[config.mk]
export PLATFORM = sky130hd
export DESIGN_NAME = ffba_ctrl
export DESIGN_NICKNAME = d
export VERILOG_FILES = /design/src/rtl/core/ffba_pkg.sv /design/src/rtl/core/ffba_ctrl.sv
export SDC_FILE = /design/constraint.sdc
export NUM_CORES = 1
export LEC_CHECK = 0
export ABC_AREA = 1
export BUFFER_PORTS_ARGS = -buffer_cell sky130_fd_sc_hd__buf_2
export CAP_MARGIN = 10
export CORE_MARGIN = 5
export CORE_UTILIZATION = 35
export CTS_CLUSTER_SIZE = 25
export DETAILED_ROUTE_END_ITERATION = 8
export GPL_ROUTABILITY_DRIVEN = 0
export HOLD_SLACK_MARGIN = 0.02
export MAX_ROUTING_LAYER = met4
export PLACE_DENSITY = 0.64
export SYNTH_ARGS = -nofsm -noshare
export SYNTH_HDL_FRONTEND = slang
export SYNTH_SLANG_ARGS = --single-unit
export TNS_END_PERCENT = 20
[constraint.sdc]
create_clock -name clock -period 2.1 [get_ports clock]
set_clock_uncertainty 0.1 [all_clocks]
set_input_delay 0.105 -clock clock [delete_from_list [all_inputs] [get_ports clock]]
set_output_delay 0.105 -clock clock [all_outputs]
set_load 0.005 [all_outputs]
[src/rtl/core/ffba_pkg.sv]
// package: shared types and constants of the first-fit block allocator
`timescale 1ns / 1ps
`default_nettype none
package ffba_pkg;

   localparam logic [1:0] STATUS_OK      = 2'd0;
   localparam logic [1:0] STATUS_NOSPACE = 2'd1;
   localparam logic [1:0] STATUS_UNKNOWN = 2'd2;

   typedef enum logic [3:0] {
      ST_CLEAR,
      ST_IDLE,
      ST_PREP,
      ST_SCAN,
      ST_MARK,
      ST_REL_READ,
      ST_REL_CHECK,
      ST_FREE,
      ST_DONE
   } ctrl_state_type;

   // controller to datapath
   typedef struct packed {
      logic clear_step;
      logic load;
      logic prep;
      logic scan_step;
      logic mark_start;
      logic mark_step;
      logic rel_read;
      logic free_start;
      logic free_step;
      logic set_fail;
      logic set_unknown;
      logic set_ok;
      logic rsp_load;
   } dp_cmd_type;

   // datapath to controller
   typedef struct packed {
      logic clear_done;
      logic is_release;
      logic alloc_bad;
      logic scan_found;
      logic scan_end;
      logic mark_done;
      logic rel_bad;
      logic free_done;
   } dp_status_type;

endpackage
`default_nettype wire

[src/rtl/core/ffba_ctrl.sv]
// controller: sequences clear, scan, mark, release and response
`timescale 1ns / 1ps
`default_nettype none
module ffba_ctrl (
   input  wire                     clock,
   input  wire                     reset,
   input  wire                     req_valid,
   output logic                    req_ready,
   input  wire                     rsp_busy,
   input  ffba_pkg::dp_status_type sts,
   output ffba_pkg::dp_cmd_type    cmd
);
   ffba_pkg::ctrl_state_type state_ff, state_in;

   always_ff @(posedge clock) begin
      if (reset) state_ff <= ffba_pkg::ST_CLEAR;
      else       state_ff <= state_in;
   end

   // next state
   always_comb begin
      state_in = state_ff;
      case (state_ff)
         ffba_pkg::ST_CLEAR:     if (sts.clear_done) state_in = ffba_pkg::ST_IDLE;
         ffba_pkg::ST_IDLE:      if (req_valid) state_in = ffba_pkg::ST_PREP;
         ffba_pkg::ST_PREP: begin
            if (sts.is_release)     state_in = ffba_pkg::ST_REL_READ;
            else if (sts.alloc_bad) state_in = ffba_pkg::ST_DONE;
            else                    state_in = ffba_pkg::ST_SCAN;
         end
         ffba_pkg::ST_SCAN: begin
            if (sts.scan_found)    state_in = ffba_pkg::ST_MARK;
            else if (sts.scan_end) state_in = ffba_pkg::ST_DONE;
         end
         ffba_pkg::ST_MARK:      if (sts.mark_done) state_in = ffba_pkg::ST_DONE;
         ffba_pkg::ST_REL_READ:  state_in = ffba_pkg::ST_REL_CHECK;
         ffba_pkg::ST_REL_CHECK: begin
            if (sts.rel_bad) state_in = ffba_pkg::ST_DONE;
            else             state_in = ffba_pkg::ST_FREE;
         end
         ffba_pkg::ST_FREE:      if (sts.free_done) state_in = ffba_pkg::ST_DONE;
         ffba_pkg::ST_DONE:      if (!rsp_busy) state_in = ffba_pkg::ST_IDLE;
         default:                state_in = ffba_pkg::ST_CLEAR;
      endcase
   end

   // outputs
   always_comb begin
      cmd = '0;
      req_ready = 1'b0;
      case (state_ff)
         ffba_pkg::ST_CLEAR: cmd.clear_step = 1'b1;
         ffba_pkg::ST_IDLE: begin
            req_ready = 1'b1;
            cmd.load  = req_valid;
         end
         ffba_pkg::ST_PREP: begin
            cmd.prep = 1'b1;
            if (!sts.is_release && sts.alloc_bad) cmd.set_fail = 1'b1;
         end
         ffba_pkg::ST_SCAN: begin
            cmd.scan_step = 1'b1;
            if (sts.scan_found)    cmd.mark_start = 1'b1;
            else if (sts.scan_end) cmd.set_fail = 1'b1;
         end
         ffba_pkg::ST_MARK: begin
            cmd.mark_step = 1'b1;
            if (sts.mark_done) cmd.set_ok = 1'b1;
         end
         ffba_pkg::ST_REL_READ: cmd.rel_read = 1'b1;
         ffba_pkg::ST_REL_CHECK: begin
            if (sts.rel_bad) cmd.set_unknown = 1'b1;
            else             cmd.free_start = 1'b1;
         end
         ffba_pkg::ST_FREE: begin
            cmd.free_step = 1'b1;
            if (sts.free_done) cmd.set_ok = 1'b1;
         end
         ffba_pkg::ST_DONE: cmd.rsp_load = !rsp_busy;
         default: cmd = '0;
      endcase
   end
endmodule
`default_nettype wire

Word level (Yosys, flattened, before mapping) --
Index checks and enable logic that the tools add are counted.
Word-level totals: input bits 12, memories 0, output and inout bits 14, logic and storage cells 52, bits in registers 4, bits in latches 0, memory bits (writable) 0, memory bits (read-only) 0
Cells by class: order comparisons 0, divide/modulo/power cells 0, shift operators 0, reductions and logical operators 5, multiply operators 0, bitwise gates (word level) 0, eq/ne operators 14, add/sub/neg operators 0, multiplexer cells 32
Operators by type and width (count):
- $mux W4 | 10
- $pmux W4 S9 | 1
- $mux W1 | 18
- $eq A4 B3 Y1 const B | 4
- $ne A2 B2 Y1 const B | 5
- $eq A4 B2 Y1 const B | 2
- $reduce_and A6 Y1 | 1
- $eq A4 B1 Y1 const B | 1
- $eq A4 B4 Y1 const B | 1
- $logic_not A4 Y1 | 1
- $pmux W1 S2 | 2
- $ne A3 B3 Y1 const B | 1
- $logic_not A1 Y1 | 2
- $mux W2 | 1
- $logic_and A1 B1 Y1 | 1

Depth between registers and ports, before layout --
Gate-level depths: netlist of the first run.
depth after elaboration 4, gate-level depth with buffers 9, gate-level depth less buffers 9

Worst setup path before layout of the first run --
Ideal clock, no wire load.
path type reg2reg, from reg state_ff[3], to reg state_ff[0], stages on the path, launching flop included 9, setup time 0.113 ns, clock period less this slack 1.232 ns, setup slack 0.868 ns, arrival 1.019 ns, data required time 1.887 ns, path buffers 0, path through dfxtp_1 -> nor2_2 -> nand3_1 -> nand2_2 -> nor2_4 -> nand2_2 -> nand2_1 -> nand2_1 -> nor2_1
Between the ends: cells in the longest elaborated chain, start to end 3, elaborated cells on any way between the ends 17, those cells by class eq/ne (14); mux (1); reduce/logical (2)
Ends and longest elaborated chain:
- start, declared | RTL line ffba_ctrl.sv:13 | ffba_pkg::ctrl_state_type state_ff, state_in;
- start signal, assigned | RTL line ffba_ctrl.sv:16 | if (reset) state_ff <= ffba_pkg::ST_CLEAR;
- start signal, assigned | RTL line ffba_ctrl.sv:17 | else state_ff <= state_in;
- $eq A4 B2 Y1, or another cell as far along | RTL line ffba_ctrl.sv:23 | case (state_ff)
- $ne A3 B3 Y1 (no source line) or $ne A2 B2 Y1 (tied branches)
- $reduce_and A6 Y1 (no source line)
Parallel ways exist; a longest one is shown, timed or not. A chain may end at the register's enable or synchronous reset.

==> results of run 1 <==
==> how the worst max path moves through the flow <==
stage | start | end | slack (ns) | cells after the start
6_report | state_ff[0] | cmd[0] | 0.53 | 4
4_1_cts | state_ff[0] | cmd[0] | 0.52 | 4
3_3_place_gp | state_ff[3] | state_ff[3] | 0.70 | 6
3_5_place_dp | state_ff[3] | state_ff[3] | 0.73 | 6
2_1_floorplan | state_ff[3] | state_ff[0] | 0.87 | 8
5_1_grt | state_ff[0] | cmd[1] | 0.39 | 5
==> metrics by stage <==
step	area, um2	total power, uW
2_1_floorplan	455	456
3_3_place_gp	599	583
3_5_place_dp	599	580
4_1_cts	632	682
5_1_grt	632	762
6_report	632	675
==> final cells by class <==
cell class	instances	area share [%]
multi-input combinational	62	48.7
timing repair buffer	26	21.4
sequential	4	12.7
inverter	18	10.7
clock buffer	3	3.56
tap	15	2.97
==> power by group through the flow <==
stage	sequential (uW)	clock, uW	combinational, uW
detailed placement	152	0	428
global placement	153	0	429
CTS	151	99.4	432
floorplan	143	0	312
finish	150	94.6	430
global route	161	108	493
==> synthesized netlist by cell type <==
cell,n
dfxtp_1,4
nor2_4,1
nor2_2,4
o21ai_1,3
a22o_1,1
inv_1,14
nand3_1,10
nor3_1,2
o211ai_1,1
nor2_1,14
nand4_1,2
nand3b_1,3
inv_2,4
a21oi_1,2
nand2_1,15
nor3b_1,1
nand2_2,3
==> cell usage in the layout (no fill, tap or decap) <==
cell type	count
dlygate4sd3_1	1
nor2_1	14
a21oi_1	2
nand2_2	3
nor3_1	2
o21ai_1	3
inv_1	14
a22o_1	1
nand3b_1	3
buf_2	25
nand4_1	2
nor2_4	1
nand2_1	15
o211ai_1	1
dfxtp_1	4
nand3_1	10
nor2_2	4
inv_2	4
nor3b_1	1
clkbuf_4	3
==> cells by family after synthesis <==
family	Yosys count
buffers and inverters	18
AO/OA/AOI/OAI	7
AND/OR/NAND/NOR	55
flip-flops	4
==> metal layers <==
metal | up-vias | wire (um)
met5 | - | 0
li1 | 322 | -
met1 | 254 | 563
met4 | 0 | 0
met3 | 0 | 85
met2 | 14 | 567
==> worst register-to-register path, delay by kind of cell, from the launching register on <==
kind	cells	cell delay, ns
flops	1	0.35
compound gates	1	0.14
simple gates	5	0.69
==> what timing repair did <==
action / CTS / global route
resized for setup: 0 / 0
hold buffers: 1 / 0
endpoints found under the hold margin: 1 / 0
==> flow_summary.yaml, run 1 <==
layout:
  fill_cells: 149
  post-route-util_pct: 49.8
  regArea_um2: 80.1
  finalNetCount: 127
  area_growth_syn_to_layout_pct: 38.7
  fin_cells: 128
  top_register: "state_ff"
  antenna_cells: 0
  multi_input_area_um2: 308
  top_regs: "state_ff: 4 flops"
  largest_reg_flops: 4
  final_layout_size_suffix_gt1_share_pct: 35.4
synthesis:
  yosys.area_share.xor_xnor_pct: 0
  synth_area_per_cell_um2: 5.42
  yosysTopAreaCell: "dfxtp_1"
  yosys-top-cells-area: "dfxtp_1 (18%), nand2_1 (12%), inv_1 (12%), nor2_1 (12%), nand3_1 (11%)"
  ys_seq_area_share_pct: 17.6
  synthesis.area_um2: 455
  synth_fa_ha_area_share_pct: 0
  synth_compound_area_share_pct: 9.07
  netlist.area_leader.share_pct: 17.6
  synthMuxAreaShare_pct: 0
  synthCells: 84
  ys_types: 17
  synthSimpleGateAreaFrac_pct: 58.5
  synth_top_family_by_area: "simple AND/OR/NAND/NOR gates"
  yosys_warnings: 0
  synth_seq_cells: 4
  synth_nets: 96
drt:
  drt_iter0_drc: 10
  drc: 0
  drtPass1Iterations: 4
  num_vias: 590
  ant_nets: 0
  via_per_inst: 4.61
  wirelength_um: 1220
  wl_per_cell_um: 9.50
global_route:
  grt_max_degree: 10
  globalRouteTotalUtil_pct: 14.1
  antenna_found_initial: 0
  grt_overflow_total: 0
  grt_pass1_wl_um: 2140
  grtUsageMet1_pct: 17.4
  grt_use_met2_pct: 22.0
  top_usage_layer: "met2"
  use_met3_pct: 5.86
  grt_pass1_vias: 540
placement:
  portBuffers: 25
  place_ws_ns: 0.730
  dp_hpwl_um: 1010
  placedCellCount: 124
sta:
  worst_slew_pin_slew_ns: 0.337
  tns_ns: 0
  post-route-period-util_pct: 75.0
  hold_violations: 0
  min_period_ns: 1.57
  final_max_slew_viol_count: 0
  max_freq_mhz: 635
  slew_headroom_pct: 77.5
  setup_violations: 0
  fin_ws_ns: 0.525
  hold_slack_ns: 0.155
  rsz0062_at_grt: "false"
setup_path:
  worstReg2RegStart: "state_ff[3]"
  endpoint_kind: "output pin"
  cpMaxStageDelayCell: "dfxtp_1"
  startpoint_type: "flop"
  arrival_ns: 1.37
  cpPeakStageDelay_ns: 0.37
  worst-setup-path-type: "flop to output pin"
  worstPathMaxFanout: 7
  crit_buf_inv: 1
  cpLargestDelayFamily: "simple AND/OR/NAND/NOR gates"
  ff2ff_setup_slack_ns: 0.72
  cp.required_ns: 1.89
  crit_chain: "nor2_2, nand2_1, nor3b_1, buf_2"
  r2r_cells: 6
  rr_endpoint: "state_ff[3]"
pwr:
  p_seq_share_pct: 22.3
  p_switching_uw: 337
  powerDensity_nw_per_um2: 1070
  p_int_uw: 338
  peakVddDrop_mv: 0.479
  clkPwrFrac_pct: 14.0
  power.leakage_uw: 0.000421
  switching_share_pct: 49.9
  pwr-share-comb_pct: 63.7
job:
  cap_violations: 0
hold_path:
  hp-start: "sts[6]"
  min_delay_path_depth: 5
  hold_path_end: "state_ff[2]"
  hp-class: "input port to flop"
clock_tree:
  cts_tree: "yes"
  clk_latency_ns: 0.23
  cts_buffers: 3
  post_cts_buffers: 0
  cts_sinks: 4
  htreeDepth: 1
  path_clk_slew_ns: 0.04
  clockRootBuffer: "clkbuf_4"
  clockBufferDepth: 2
floorplanning:
  rows: 13
  fp.dieH_um: 46.1
  io_pins: 26
  die_w_um: 46.1
  die-area_um2: 2120
  core-area_um2: 1270
  start_util_pct: 35.9
run_status:
  status: "completed"
No activity file was read; power rests on OpenSTA's default activity.
==> run 2: changes to the inputs <==
--- a/config.mk
+++ b/config.mk
@@ -15,7 +15,7 @@
 export GPL_ROUTABILITY_DRIVEN = 0
 export HOLD_SLACK_MARGIN = 0.02
 export MAX_ROUTING_LAYER = met4
-export PLACE_DENSITY = 0.64
+export PLACE_DENSITY = 0.67
 export SYNTH_ARGS = -nofsm -noshare
 export SYNTH_HDL_FRONTEND = slang
 export SYNTH_SLANG_ARGS = --single-unit
==> constraint.sdc (replaced) <==
create_clock -name clock -period 1.3 [get_ports clock]
set_clock_uncertainty 0.1 [all_clocks]
set_input_delay 0.065 -clock clock [delete_from_list [all_inputs] [get_ports clock]]
set_output_delay 0.065 -clock clock [all_outputs]
set_load 0.005 [all_outputs]
==> flow_summary.yaml, run 2 (synthesized netlist as in run 1, its figures left out) <==
setup_path:
  arrival_ns: 1.19
  endpoint_kind: "output pin"
  startpoint_type: "flop"
  worstPathMaxFanout: 7
  crit_start: "state_ff[2]"
  worstReg2RegStart: "state_ff[2]"
  worst-setup-path-type: "flop to output pin"
  cp.required_ns: 1.13
layout:
  largest_reg_flops: 4
  top_register: "state_ff"
  finalNetCount: 138
  antenna_cells: 0
  post-route-util_pct: 60.8
  final_layout_size_suffix_gt1_share_pct: 50.8
  final_common_cell: "buf_2"
  top_regs: "state_ff: 4 flops"
  area_growth_syn_to_layout_pct: 69.5
  most-common-layout-cells: "buf_2 (24), nand2_1 (13), inv_1 (12), nor2_1 (12), buf_4 (10)"
drt:
  drt_iter0_drc: 5
  wl_met2_um: 672
  wl_per_cell_um: 9.91
  ant_nets: 0
  topRoutingLayerUsed: "met3"
  wirelength_um: 1380
  drc: 0
  wl_met3_um: 114
  drtPass1Iterations: 4
  met1_length_um: 590
  num_vias: 642
  via_per_inst: 4.62
job:
  cap_violations: 0
global_route:
  globalRouteTotalUtil_pct: 14.9
  grt_overflow_total: 0
  grt_pass1_vias: 580
  grt_pass1_wl_um: 2280
  grt_max_degree: 10
  antenna_found_initial: 0
run_status:
  violations: "setup timing"
  status: "complete, but fails checks"
floorplanning:
  die_w_um: 46.1
  fp.dieH_um: 46.1
  io_pins: 26
  core-area_um2: 1270
  die-area_um2: 2120
  rows: 13
  start_util_pct: 35.9
sta:
  fin_ws_ns: -0.0547
  setup_violations: 6
  slew_headroom_pct: 88.2
  rsz0062_at_grt: "true"
  min_period_ns: 1.35
  tns_ns: -0.185
  hold_violations: 0
  final_max_slew_viol_count: 0
  post-route-period-util_pct: 104
  hold_slack_ns: 0.130
  worst_slew_pin_slew_ns: 0.176
  max_freq_mhz: 738
clock_tree:
  cts_buffers: 3
  clockBufferDepth: 2
  htreeDepth: 1
  clockRootBuffer: "clkbuf_4"
  clk_latency_ns: 0.23
  cts_tree: "yes"
  path_clk_slew_ns: 0.04
  cts_sinks: 4
placement:
  portBuffers: 25
  dp_hpwl_um: 1090
pwr:
  power.leakage_uw: 0.000481
  pwr-share-comb_pct: 69.0
  peakVddDrop_mv: 0.881
  clkPwrFrac_pct: 11.3
  p_seq_share_pct: 19.7
  p_switching_uw: 639
  powerDensity_nw_per_um2: 1740
  switching_share_pct: 47.5
  p_int_uw: 706
hold_path:
  hp-class: "input port to flop"
  hp-start: "sts[6]"
## run 2: layer usage
layer	GRT usage, %	up-vias
li1	-	349
met1	17.9	270
met2	25.0	23
met3	5.86	0
met4	0	0
met5	-	-
## run 2: repair_timing
| action | 4_1_cts | 5_1_grt |
|---|---|---|
| buffers inserted | 2 | 1 |
| pin swaps | 5 | 6 |
| gates resized for setup | 16 | 4 |
| hold buffers | 1 | 0 |
| endpoints found under the setup margin | 15 | 18 |
| hold endpoints to repair | 4 | 0 |
## run 2: layout make-up
class,count,area [um2]
fill,139,497
multi-input combinational,62,343
timing repair buffer,37,228
sequential,4,90.1
inverter,18,70.1
clock buffer,3,22.5
tap,15,18.8
## run 2: power groups by stage
stage               combinational, uW  clock (uW)  sequential [uW]
finish                            928         152              265
CTS                               897         158              259
detailed placement                820           0              226
global route                     1050         172              273
floorplan                         505           0              232
global placement                  812           0              227
## run 2: worst paths after layout
kind / cells after the start / endpoint / slack [ns]
setup / recovery: 6 / cmd[5] / -0.05
hold / removal: 5 / state_ff[2] / 0.13
setup reg to reg: 9 / state_ff[1] / -0.02
hold reg to reg: 2 / state_ff[1] / 0.45
## run 2: stage by stage
step / cell area [um2] / setup WS, ns / power, uW / std cells
finish: 772 / -0.0547 / 1350 / 139
floorplan: 455 / 0.0679 / 736 / 84
detailed placement: 659 / -0.0338 / 1050 / 132
CTS: 748 / -0.0842 / 1310 / 138
global placement: 659 / -0.0178 / 1040 / 132
global route: 772 / -0.128 / 1500 / 139
## run 2: critical path, cell delays in order, from the launching register on
cell and delay, ns:
dfxtp_2 0.34, inv_2 0.05, nor2_4 0.16, nand3b_1 0.13, buf_4 0.15, inv_2 0.04, buf_6 0.08
